**config.mk**
```make
export PLATFORM = sky130hd
export DESIGN_NAME = radio_packet_framer_crc16
export DESIGN_NICKNAME = d
export VERILOG_FILES = /design/src/sv/rpf_pkg.sv /design/src/sv/radio_packet_framer_crc16.sv /design/src/sv/rpf_front.sv /design/src/sv/rpf_queue.sv /design/src/sv/rpf_back.sv
export SDC_FILE = /design/constraint.sdc
export NUM_CORES = 1
export LEC_CHECK = 0
export ABC_AREA = 0
export BUFFER_PORTS_ARGS = -buffer_cell sky130_fd_sc_hd__buf_2
export CAP_MARGIN = 25
export CORE_ASPECT_RATIO = 1.25
export CORE_MARGIN = 5
export CORE_UTILIZATION = 50
export CTS_CLUSTER_DIAMETER = 30
export CTS_CLUSTER_SIZE = 28
export DETAILED_ROUTE_END_ITERATION = 10
export PLACE_DENSITY = 0.7
export SLEW_MARGIN = 20
export SYNTH_ARGS = -nofsm -noshare
export SYNTH_HDL_FRONTEND = slang
export SYNTH_HIERARCHICAL = 1
export SYNTH_SLANG_ARGS = --single-unit
```
**constraint.sdc**
```tcl
create_clock -name clk -period 5.55 [get_ports clk]
set_input_delay 1.11 -clock clk [delete_from_list [all_inputs] [get_ports clk]]
set_output_delay 1.11 -clock clk [all_outputs]
set_load 0.02 [all_outputs]
```
**src/sv/rpf_pkg.sv**
```systemverilog
// Shared types, constants and CRC helpers for the radio packet framer.
package rpf_pkg;

  localparam int MAX_PAYLOAD = 64;
  localparam int LEN_W = 7;
  localparam int ADDR_W = 4;
  localparam int QUEUE_DEPTH = 4;
  localparam int QPTR_W = $clog2(QUEUE_DEPTH);
  localparam int QCNT_W = $clog2(QUEUE_DEPTH + 1);

  localparam logic [15:0] CRC_INIT = 16'hFFFF;
  localparam logic [15:0] CRC_POLY = 16'hA001;
  localparam logic [7:0] WHITE_MASK = 8'h55;
  localparam logic [7:0] POSTAMBLE = 8'hAA;
  localparam logic [1:0] WHITE_ON = 2'd2;

  typedef enum logic [1:0] {
    REG_GROUP = 2'd0,
    REG_NODE  = 2'd1,
    REG_WHITE = 2'd2,
    REG_LEN   = 2'd3
  } reg_idx_t;

  typedef enum logic [6:0] {
    PH_HEAD  = 7'b0000001,
    PH_LEN   = 7'b0000010,
    PH_DATA  = 7'b0000100,
    PH_CRCL  = 7'b0001000,
    PH_CRCH  = 7'b0010000,
    PH_POST1 = 7'b0100000,
    PH_POST2 = 7'b1000000
  } phase_t;

  typedef struct packed {
    logic [7:0]       data;
    logic             first;
    logic             last;
    logic [4:0]       node;
    logic [LEN_W-1:0] len;
  } rpf_entry_t;

  function automatic logic [15:0] crc_fold(input logic [15:0] c, input logic [7:0] b);
    logic [15:0] v;
    v = c ^ {8'h00, b};
    for (int k = 0; k < 8; k++) begin
      if (v[0]) begin
        v = (v >> 1) ^ CRC_POLY;
      end else begin
        v = v >> 1;
      end
    end
    return v;
  endfunction

  function automatic logic [LEN_W-1:0] eff_len(input logic [LEN_W-1:0] l);
    logic [LEN_W-1:0] r;
    r = l;
    if (l == '0) begin
      r = LEN_W'(1);
    end else if (l > LEN_W'(MAX_PAYLOAD)) begin
      r = LEN_W'(MAX_PAYLOAD);
    end
    return r;
  endfunction

endpackage

```
**src/sv/radio_packet_framer_crc16.sv**
```systemverilog
// Top level of the radio packet framer: configuration registers and datapath wiring.
//
// Payload bytes enter on the in_ channel (in_valid, in_stall, in_payload_byte) and frame
// bytes leave on the out_ channel (out_valid, out_stall, out_frame_byte, out_frame_end).
// An item is taken at a clock edge where valid is high and stall is low.
// The first payload byte of a frame yields the node byte, the length byte and the byte
// itself; the last yields the byte, the CRC low and high bytes and two postamble bytes,
// with out_frame_end set on the final one. Other payload bytes yield one frame byte.
// Each item is written into the queue, and its first result is then registered at the output.
// The sequencer emits one frame byte per cycle unless out_stall holds it, so middle
// payload bytes sustain one item per cycle; a frame of N payload bytes is N + 6 bytes.
// A four-item queue lets the input keep flowing while the output is stalled; in_stall
// rises only when that queue is full, and a stalled output holds its byte.
// The user must write registers over the APB port only while the block is idle; the
// block does not enforce it. Group id is at 0x0, node id 0x4, whitening mode 0x8, payload length 0xC.
// Reset clears the queue, the byte count and the registers (length reads back as 1).
module radio_packet_framer_crc16 import rpf_pkg::*; (
  input  logic              clk,
  input  logic              rst_n,
  input  logic              in_valid,
  output logic              in_stall,
  input  logic [7:0]        in_payload_byte,
  output logic              out_valid,
  input  logic              out_stall,
  output logic [7:0]        out_frame_byte,
  output logic              out_frame_end,
  input  logic              psel,
  input  logic              penable,
  input  logic              pwrite,
  input  logic [ADDR_W-1:0] paddr,
  input  logic [31:0]       pwdata,
  output logic [31:0]       prdata,
  output logic              pready
);

  logic [7:0]       group_id_r;
  logic [4:0]       node_id_r;
  logic [1:0]       whitening_mode_r;
  logic [LEN_W-1:0] payload_length_r;
  logic [15:0]      group_crc_r;
  logic             wr_en;
  reg_idx_t         reg_idx;
  logic             push;
  logic             pop;
  logic             q_full;
  logic             head_valid;
  rpf_entry_t       push_entry;
  rpf_entry_t       head_entry;

  assign pready = 1'b1;
  assign wr_en = psel && penable && pwrite;
  assign reg_idx = reg_idx_t'(paddr[3:2]);
  assign in_stall = q_full;

  always_ff @(posedge clk) begin
    if (!rst_n) begin
      group_id_r <= '0;
      node_id_r <= '0;
      whitening_mode_r <= '0;
      payload_length_r <= LEN_W'(1);
      group_crc_r <= crc_fold(CRC_INIT, 8'h00);
    end else if (wr_en) begin
      case (reg_idx)
        REG_GROUP: begin
          group_id_r <= pwdata[7:0];
          group_crc_r <= crc_fold(CRC_INIT, pwdata[7:0]);
        end
        REG_NODE: node_id_r <= pwdata[4:0];
        REG_WHITE: whitening_mode_r <= pwdata[1:0];
        REG_LEN: payload_length_r <= pwdata[LEN_W-1:0];
        default: begin
        end
      endcase
    end
  end

  always_comb begin
    case (reg_idx)
      REG_GROUP: prdata = {24'h0, group_id_r};
      REG_NODE: prdata = {27'h0, node_id_r};
      REG_WHITE: prdata = {30'h0, whitening_mode_r};
      REG_LEN: prdata = {{(32 - LEN_W){1'b0}}, payload_length_r};
      default: prdata = '0;
    endcase
  end

  rpf_front u_front (
    .clk            (clk),
    .rst_n          (rst_n),
    .in_valid       (in_valid),
    .in_stall       (in_stall),
    .in_payload_byte(in_payload_byte),
    .node_id        (node_id_r),
    .whitening_mode (whitening_mode_r),
    .payload_length (payload_length_r),
    .push           (push),
    .push_entry     (push_entry)
  );

  rpf_queue u_queue (
    .clk       (clk),
    .rst_n     (rst_n),
    .push      (push),
    .push_entry(push_entry),
    .pop       (pop),
    .full      (q_full),
    .head_valid(head_valid),
    .head_entry(head_entry)
  );

  rpf_back u_back (
    .clk           (clk),
    .rst_n         (rst_n),
    .head_valid    (head_valid),
    .head_entry    (head_entry),
    .group_crc     (group_crc_r),
    .pop           (pop),
    .out_stall     (out_stall),
    .out_valid     (out_valid),
    .out_frame_byte(out_frame_byte),
    .out_frame_end (out_frame_end)
  );

endmodule

```
**src/sv/rpf_front.sv**
```systemverilog
// Front end: counts payload bytes, whitens them when whitening is on and classifies frame position.
module rpf_front import rpf_pkg::*; (
  input  logic             clk,
  input  logic             rst_n,
  input  logic             in_valid,
  input  logic             in_stall,
  input  logic [7:0]       in_payload_byte,
  input  logic [4:0]       node_id,
  input  logic [1:0]       whitening_mode,
  input  logic [LEN_W-1:0] payload_length,
  output logic             push,
  output rpf_entry_t       push_entry
);

  logic [LEN_W-1:0] byte_count_r;
  logic [LEN_W-1:0] byte_count_nxt;
  logic [LEN_W-1:0] len_eff;
  logic             is_last;

  assign len_eff = eff_len(payload_length);
  assign is_last = (byte_count_r + LEN_W'(1)) >= len_eff;
  assign push = in_valid && !in_stall;

  always_comb begin
    push_entry.data  = (whitening_mode == WHITE_ON) ? (in_payload_byte ^ WHITE_MASK)
                                                   : in_payload_byte;
    push_entry.first = (byte_count_r == '0);
    push_entry.last  = is_last;
    push_entry.node  = node_id;
    push_entry.len   = len_eff;
  end

  always_comb begin
    byte_count_nxt = byte_count_r;
    if (push) begin
      byte_count_nxt = is_last ? '0 : byte_count_r + LEN_W'(1);
    end
  end

  always_ff @(posedge clk) begin
    if (!rst_n) begin
      byte_count_r <= '0;
    end else begin
      byte_count_r <= byte_count_nxt;
    end
  end

endmodule

```
**src/sv/rpf_queue.sv**
```systemverilog
// Short item queue between the front end and the frame sequencer.
module rpf_queue import rpf_pkg::*; (
  input  logic       clk,
  input  logic       rst_n,
  input  logic       push,
  input  rpf_entry_t push_entry,
  input  logic       pop,
  output logic       full,
  output logic       head_valid,
  output rpf_entry_t head_entry
);

  rpf_entry_t        mem_r [QUEUE_DEPTH];
  logic [QPTR_W-1:0] wr_ptr_r;
  logic [QPTR_W-1:0] rd_ptr_r;
  logic [QCNT_W-1:0] count_r;
  logic [QPTR_W-1:0] wr_ptr_nxt;
  logic [QPTR_W-1:0] rd_ptr_nxt;
  logic [QCNT_W-1:0] count_nxt;

  assign full = (count_r == QCNT_W'(QUEUE_DEPTH));
  assign head_valid = (count_r != '0);
  assign head_entry = mem_r[rd_ptr_r];

  always_comb begin
    wr_ptr_nxt = wr_ptr_r;
    rd_ptr_nxt = rd_ptr_r;
    count_nxt = count_r;
    if (push) begin
      wr_ptr_nxt = wr_ptr_r + QPTR_W'(1);
    end
    if (pop) begin
      rd_ptr_nxt = rd_ptr_r + QPTR_W'(1);
    end
    if (push && !pop) begin
      count_nxt = count_r + QCNT_W'(1);
    end else if (pop && !push) begin
      count_nxt = count_r - QCNT_W'(1);
    end
  end

  always_ff @(posedge clk) begin
    if (push) begin
      mem_r[wr_ptr_r] <= push_entry;
    end
  end

  always_ff @(posedge clk) begin
    if (!rst_n) begin
      wr_ptr_r <= '0;
      rd_ptr_r <= '0;
      count_r <= '0;
    end else begin
      wr_ptr_r <= wr_ptr_nxt;
      rd_ptr_r <= rd_ptr_nxt;
      count_r <= count_nxt;
    end
  end

  a_no_overflow: assert property (@(posedge clk) disable iff (!rst_n)
    push |-> (!full || pop))
    else $error("Queue written while full.");

  a_no_underflow: assert property (@(posedge clk) disable iff (!rst_n)
    pop |-> head_valid)
    else $error("Queue read while empty.");

endmodule

```
**src/sv/rpf_back.sv**
```systemverilog
// Back end: emits frame bytes one per cycle unless stalled and folds the node, length and data bytes into the CRC.
module rpf_back import rpf_pkg::*; (
  input  logic        clk,
  input  logic        rst_n,
  input  logic        head_valid,
  input  rpf_entry_t  head_entry,
  input  logic [15:0] group_crc,
  output logic        pop,
  input  logic        out_stall,
  output logic        out_valid,
  output logic [7:0]  out_frame_byte,
  output logic        out_frame_end
);

  phase_t      phase_r;
  phase_t      phase_nxt;
  logic [15:0] crc_r;
  logic [15:0] crc_nxt;
  logic        out_valid_r;
  logic [7:0]  out_frame_byte_r;
  logic        out_frame_end_r;
  logic [7:0]  emit_byte;
  logic        emit_end;
  logic        go;

  assign go = head_valid && (!out_valid_r || !out_stall);

  always_comb begin
    phase_nxt = phase_r;
    crc_nxt = crc_r;
    emit_byte = head_entry.data;
    emit_end = 1'b0;
    pop = 1'b0;
    case (phase_r)
      PH_HEAD: begin
        if (head_entry.first) begin
          emit_byte = {3'b000, head_entry.node};
          crc_nxt = crc_fold(group_crc, {3'b000, head_entry.node});
          phase_nxt = PH_LEN;
        end else begin
          crc_nxt = crc_fold(crc_r, head_entry.data);
          if (head_entry.last) begin
            phase_nxt = PH_CRCL;
          end else begin
            pop = go;
          end
        end
      end
      PH_LEN: begin
        emit_byte = {1'b0, head_entry.len};
        crc_nxt = crc_fold(crc_r, {1'b0, head_entry.len});
        phase_nxt = PH_DATA;
      end
      PH_DATA: begin
        crc_nxt = crc_fold(crc_r, head_entry.data);
        if (head_entry.last) begin
          phase_nxt = PH_CRCL;
        end else begin
          phase_nxt = PH_HEAD;
          pop = go;
        end
      end
      PH_CRCL: begin
        emit_byte = crc_r[7:0];
        phase_nxt = PH_CRCH;
      end
      PH_CRCH: begin
        emit_byte = crc_r[15:8];
        phase_nxt = PH_POST1;
      end
      PH_POST1: begin
        emit_byte = POSTAMBLE;
        phase_nxt = PH_POST2;
      end
      PH_POST2: begin
        emit_byte = POSTAMBLE;
        emit_end = 1'b1;
        phase_nxt = PH_HEAD;
        pop = go;
      end
      default: begin
        phase_nxt = PH_HEAD;
      end
    endcase
  end

  always_ff @(posedge clk) begin
    if (!rst_n) begin
      phase_r <= PH_HEAD;
      out_valid_r <= 1'b0;
    end else begin
      if (go) begin
        phase_r <= phase_nxt;
        out_valid_r <= 1'b1;
      end else if (!out_stall) begin
        out_valid_r <= 1'b0;
      end
    end
  end

  always_ff @(posedge clk) begin
    if (go) begin
      crc_r <= crc_nxt;
      out_frame_byte_r <= emit_byte;
      out_frame_end_r <= emit_end;
    end
  end

  assign out_valid = out_valid_r;
  assign out_frame_byte = out_frame_byte_r;
  assign out_frame_end = out_frame_end_r;

  a_head_held: assert property (@(posedge clk) disable iff (!rst_n)
    (phase_r != PH_HEAD) |-> head_valid)
    else $error("Frame in progress without a queued item.");

  a_end_pops: assert property (@(posedge clk) disable iff (!rst_n)
    (go && phase_r == PH_POST2) |-> pop)
    else $error("Final postamble byte did not release its item.");

  a_end_from_post: assert property (@(posedge clk) disable iff (!rst_n)
    (go && emit_end) |=> (out_valid && out_frame_end && $past(phase_r) == PH_POST2))
    else $error("Frame end flag raised outside the final postamble byte.");

endmodule
```
# [Yosys cells after proc, flatten, opt, wreduce, memory -nomap -nowiden]
# Memory sizes are Yosys's and may differ from the RTL's. A register that Yosys moved wholly into a read port is not among the register bits.
# Index checks and enable logic that the tools add are counted.
[word_totals] regBits=85 ramBits=88 in_bits=51 output_inout_bits=44 wordCells=232 n_memories=1
[memory_table] memory="u_queue.mem_r" words=4 word_bits=22 rd=1 rd_ports_with_merged_regs=1 write_ports=1 line="rpf_queue.sv:13" text="rpf_entry_t mem_r [QUEUE_DEPTH];"
[op_classes] add_sub_neg=5 n_lt_le_gt_ge=2 n_eq_ne=14 muxes=127 bitwise_logic=44 n_reduce_logical=25
[ops] op="16-bit two-way mux" n=103
[ops] op="32-bit case mux with 4 select lines" n=1
[ops] op="2-bit NOT with 3-bit output" n=39
[ops] op="16-bit case mux with 3 select lines" n=1
[ops] op="7-bit two-way mux" n=6
[ops] op="7-bit case mux with 6 select lines" n=1
[ops] op="8-bit case mux with 5 select lines" n=1
[ops] op="8-bit NOT with 16-bit output" n=1
[ops] op="16-bit by 5-bit bitwise XOR with 16-bit output" n=1
[ops] op="16-bit by 7-bit bitwise XOR with 16-bit output" n=1
[ops] op="16-bit by 8-bit bitwise XOR with 16-bit output" n=1
[ops] op="7-bit logical NOT" n=2
[ops] op="2-bit AND reduction" n=6
[ops] op="8-bit two-way mux" n=1
[ops] op="7-bit by 1-bit adder with 7-bit output (second input constant)" n=1
[ops] op="7-bit by 1-bit == test with 1-bit output (second input constant)" n=1
[ops] op="7-bit by 2-bit == test with 1-bit output (second input constant)" n=1
[ops] op="7-bit by 3-bit == test with 1-bit output (second input constant)" n=1
[ops] op="7-bit by 4-bit == test with 1-bit output (second input constant)" n=1
[ops] op="7-bit by 5-bit == test with 1-bit output (second input constant)" n=1
[ops] op="7-bit by 6-bit == test with 1-bit output (second input constant)" n=1
[ops] op="7-bit == test (second input constant)" n=1
[ops] op="7-bit greater-or-equal comparator" n=1
[ops] op="7-bit greater-than comparator (second input constant)" n=1
[ops] op="21 further kinds" n=42

# [Longest topological paths before layout]
[logic_depth] ltp_word=38 mapped_depth=14 ltp_nobuf=12

# [Modules after synthesis]
# The synthesis kept the hierarchy.
[by_module_without_submodules] module="rpf_queue" n_inst=1 cells_per_inst=157 area_each_um2=3624.7 seq_area_each_um2=2822.7
[by_module_without_submodules] module="rpf_back" n_inst=1 cells_per_inst=256 area_each_um2=2527.4 seq_area_each_um2=910.9
[by_module_without_submodules] module="radio_packet_framer_crc16" n_inst=1 cells_per_inst=176 area_each_um2=1675.4 seq_area_each_um2=640.6
[by_module_without_submodules] module="rpf_front" n_inst=1 cells_per_inst=108 area_each_um2=800.8 seq_area_each_um2=140.1

# [Least setup slack after synthesis]
# OpenSTA, ideal clock, no wires.
[synth_timing] path_type="input port to output port" start="input paddr[3]" end="output prdata[2]" t_arrival_ns=2.010 t_required_ns=4.440 slack_ns=2.430 stages=3 path_buffers=1 cell_sequence="clkbuf_1 > mux2_2 > a22o_1"
[synth_via] elab_chain_len=2 word_cells_on_any_way=5 cone_classes="eq/ne: 3; mux: 1; reduce/logical: 1"
[synth_lines] element="start, declared" line="radio_packet_framer_crc16.sv:30" text="input logic [ADDR_W-1:0] paddr,"
[synth_lines] element="2-bit == test, or another cell as far along" line="radio_packet_framer_crc16.sv:78" text="case (reg_idx)"
[synth_lines] element="32-bit case mux with 4 select lines (*)" line="radio_packet_framer_crc16.sv:78"
[synth_lines] element="end, declared" line="radio_packet_framer_crc16.sv:32" text="output logic [31:0] prdata,"
# Every way passes the cells marked *; elsewhere a longest branch is shown, timed or not. The select of a mux whose other input is x is not followed.

==> results.sh <==
export IMPL_seq_area_frac_synth_pct=52.3
export IMPL_result_of_the_run="complete, no violations"
export IMPL_register_area_sq_um=4510
export IMPL_crit_buf_inv=1
export IMPL_remaining_drc_errors=0
export IMPL_powerDensity_nw_per_um2=460
export IMPL_layout_area_overhead_vs_synth_pct=9.27
export IMPL_synth_seq_cells=169
export IMPL_tritoncts_clock_tree="built"
export IMPL_post_synth_instance_area_sq_um=8630
export IMPL_worstSetupStartpointType="register"
export IMPL_timing_critical_path_max_delay_family="XOR/XNOR gates"
export IMPL_timing_worst_setup_path_type="reg2reg"
export IMPL_avgViaCountPerCell=5.66
export IMPL_inserted_clock_buffers=17
export IMPL_cts_sinks=169
export IMPL_boundaryPins=95
export IMPL_setup_worst_path_end_class="register"
export IMPL_hold_path_class="reg2reg"
export IMPL_ir_drop_mv=0.220
export IMPL_crit_arrival_ns=3.72
export IMPL_syn_mean_instance_area_sq_um=12.4
export IMPL_fp_coreArea_sq_um=16900
export IMPL_drive_gt1_share_pct=18.2
export IMPL_grt_antenna_before_repair=0
export IMPL_worstPathRequired_ns=5.72
export IMPL_worst_r2r_path_depth=8
export IMPL_layout_nets=790
export IMPL_max_freq_mhz=281
export IMPL_critical_path_slowest_cell="sky130_fd_sc_hd__mux4_2"
export IMPL_drt_wirelength_per_cell_um=19.6
export IMPL_setup_ws_post_layout_ns=1.99
export IMPL_start_util_pct=51.0
export IMPL_power_leakage_nw=3.49
export IMPL_hold_ws_ns=0.476
export IMPL_globalRoute_totalOverflow=0
export IMPL_p_seq_share_pct=39.9
export IMPL_power_internal_w=0.00290
export IMPL_gpl_wtd_cong=0.910
export IMPL_first_global_vias=5543
export IMPL_critical_path_max_stage_delay_ns=0.65
export IMPL_fp_dieArea_sq_um=20000
export IMPL_htree_num_levels=4
export IMPL_postSynth_asyncResetShare_pct=0
export IMPL_root_buffer="sky130_fd_sc_hd__clkbuf_16"
export IMPL_slew_limit_headroom_pct=34.4
export IMPL_swShare_pct=33.0
export IMPL_clock_latency_ns=0.43
export IMPL_finalWirelength_mm=18.8
export IMPL_groute_usage_overall_pct=19.5
export IMPL_syn_inst=697
export IMPL_drtPass1Iterations=5
export IMPL_final_period_minus_worst_setup_slack_ns=3.56
export IMPL_antenna_cells_inserted=0
export IMPL_switching_power_w=0.00143
export IMPL_synthesis_yosys_warnings=6
export IMPL_grt_first_pass_wirelength_mm=29.7
export IMPL_finalCritPeriodShare_pct=64.1
export IMPL_worst_hold_path_num_cells=2
export IMPL_cts_hold_fix_buffers=0
export IMPL_count_of_endpoints_failing_setup_in_the_final_report=0
export IMPL_crit_chain="buf_4, mux4_2, xnor3_1, xnor3_1, xnor3_1, xor2_1, a221oi_1, o22ai_1"
export IMPL_antenna_violating_nets_post_route=0
export IMPL_finalClockSkew_ns=0.00554
export IMPL_maxCapViolCount=0
export IMPL_critical_path_cell_count=8
export IMPL_clk_pin_slew_ns=0.06
export IMPL_die_x_um=127
export IMPL_hold_viol=0
export IMPL_critical_path_top_cell_by_count="sky130_fd_sc_hd__xnor3_1"
export IMPL_drt_iter0_markers=458
export IMPL_tns_ns=0
export IMPL_proportion_of_power_drawn_by_combinational_gates_pct=33.5
export IMPL_largest_net_degree_at_the_start_of_global_routing=62
export IMPL_tightest_slew_ns=0.983
export IMPL_synth_flop_cell="sky130_fd_sc_hd__edfxtp_1"
export IMPL_dp_slack_ns=1.96
export IMPL_ctsResizeCount=0
export IMPL_rsz_0062_raised_after_global_routing="no"
export IMPL_cp_max_fo=17
export IMPL_post_cts_setup_buffers=0
export IMPL_routed_via_count=5417
export IMPL_placement_rows=53
export IMPL_multi_input_area_sq_um=3720
export IMPL_synth_cell_types=71
export IMPL_finalMaxSlewViolations=0
export IMPL_filler_cell_count=1416
export IMPL_buffer_ports_inserted=43
export IMPL_hpwlAfterDp_mm=13.4
export IMPL_share_of_total_power_in_the_clock_network_pct=26.6
export IMPL_synth_edff_count=113
export IMPL_clock_tree_buffer_depth=2
export IMPL_die_h_um=157
-- stage by stage --
| stage | util (%) | total power [W] | area [sq um] | instances |
|---|---|---|---|---|
| 2_1_floorplan | - | 0.00286 | 8740 | 726 |
| 3_3_place_gp | 52.3 | 0.00316 | 8850 | 925 |
| 3_5_place_dp | 52.3 | 0.00320 | 8850 | 925 |
| 4_1_cts | 55.8 | 0.00436 | 9430 | 957 |
| 5_1_grt | 55.8 | 0.00454 | 9430 | 957 |
| 6_report | 55.8 | 0.00434 | 9430 | 957 |
-- layout make-up --
type / instances / area share [%]
flip-flops and latches: 169 / 47.9
clock inverters: 15 / 1.59
multi-input cells: 465 / 39.5
inverters: 23 / 0.916
repair buffers: 48 / 2.68
clock buffers: 17 / 4.51
well taps: 220 / 2.92
-- sequential cells by signal, summed over array words and instances, names as in the netlist, named ones only --
name,flops
node_id_r,5
u_queue/wr_ptr_r,2
u_back/out_frame_end,1
u_queue/count_r,3
u_back/crc_r,16
u_queue/rd_ptr_r,2
payload_length_r,7
group_id_r,8
u_back/phase_r,7
u_back/out_frame_byte,8
whitening_mode_r,2
group_crc_r,10
u_queue/mem_r,88
u_back/out_valid,1
u_front/byte_count_r,7
-- layer usage --
layer  up-vias  GRT usage (%)  wire length [um]
met2       162           34.2              9870
met1      2680           23.0              7530
li1       2534              -                 -
met3        41           3.21               694
met5         -              0                 0
met4         0           9.76               697
-- power groups by stage --
stage | registers (W) | clock network (W) | logic (W)
after global routing | 0.00175 | 0.00123 | 0.00156
after CTS | 0.00173 | 0.00118 | 0.00145
after detailed placement | 0.00176 | 0 | 0.00144
final | 0.00173 | 0.00115 | 0.00145
after floorplan | 0.00174 | 0 | 0.00112
after global placement | 0.00175 | 0 | 0.00141
-- cells by family (layout without fill, tap and decap cells) --
logic type	Yosys count	count (layout)	synth area share, %
AOI/OAI and AO/OA	103	103	9.06
xor gates and xnor gates	82	82	10.1
adders and majority gates	15	15	2.26
buffers and inverters	92	103	5.96
DFF	169	169	52.3
muxes	48	48	9.25
other	2	31	0.0870
and+or+nand+nor	186	186	11.0
-- synthesized netlist by cell type (16+ instances only) --
cell | n | area, sq um
sky130_fd_sc_hd__nor2_1 | 21 | 78.8
sky130_fd_sc_hd__buf_4 | 35 | 263
sky130_fd_sc_hd__nand3_1 | 17 | 85.1
sky130_fd_sc_hd__xor2_1 | 23 | 201
sky130_fd_sc_hd__xnor2_1 | 47 | 412
sky130_fd_sc_hd__nand2_1 | 69 | 259
sky130_fd_sc_hd__mux4_2 | 22 | 495
sky130_fd_sc_hd__mux2i_1 | 16 | 160
sky130_fd_sc_hd__edfxtp_1 | 113 | 3390
sky130_fd_sc_hd__dfxtp_1 | 56 | 1120
sky130_fd_sc_hd__inv_1 | 22 | 82.6
sky130_fd_sc_hd__clkbuf_1 | 19 | 71.3
sky130_fd_sc_hd__nor2b_1 | 22 | 138
sky130_fd_sc_hd__a21oi_1 | 17 | 85.1
-- path summary, 6_finish.rpt --
path / startpoint / end / slack (ns)
worst max-delay path: register / u_back/crc_r[0] / 1.99
worst min-delay path: group_id_r[4] / group_id_r[4] / 0.48
worst max register to register: register / u_back/crc_r[0] / 1.99
worst min register to register: group_id_r[4] / group_id_r[4] / 0.48
-- worst min-delay path, delay by kind of cell (launching register included) --
family	cells	cell delay, ns
DFF	1	0.31
AOI/OAI and AO/OA	1	0.06
and+or+nand+nor	1	0.05
-- cells in the final DEF, fill, tap and decap left out, drive strengths merged, types with 3 or more instances in the layout --
| cell | count |
|---|---|
| edfxtp | 113 |
| nand2 | 69 |
| dfxtp | 56 |
| xnor2 | 49 |
| buf | 48 |
| conb | 31 |
| inv | 26 |
| xor2 | 24 |
| mux4 | 24 |
| nor2 | 24 |
| nor2b | 22 |
| nand3 | 20 |
| clkbuf | 17 |
| a21oi | 17 |
| mux2i | 16 |
| a21boi | 15 |
| o21ai | 15 |
| ha | 14 |
| nor3 | 12 |
| and2 | 12 |
| a221o | 11 |
| mux2 | 8 |
| o221ai | 8 |
| clkinv | 8 |
| a22o | 7 |
| xnor3 | 7 |
| o211a | 6 |
| nand4 | 5 |
| or3 | 4 |
| o211ai | 4 |
| nand2b | 4 |
| o22ai | 4 |
| nor3b | 4 |
| a222oi | 3 |
| a22oi | 3 |
Power figures use the tool's default switching activity.
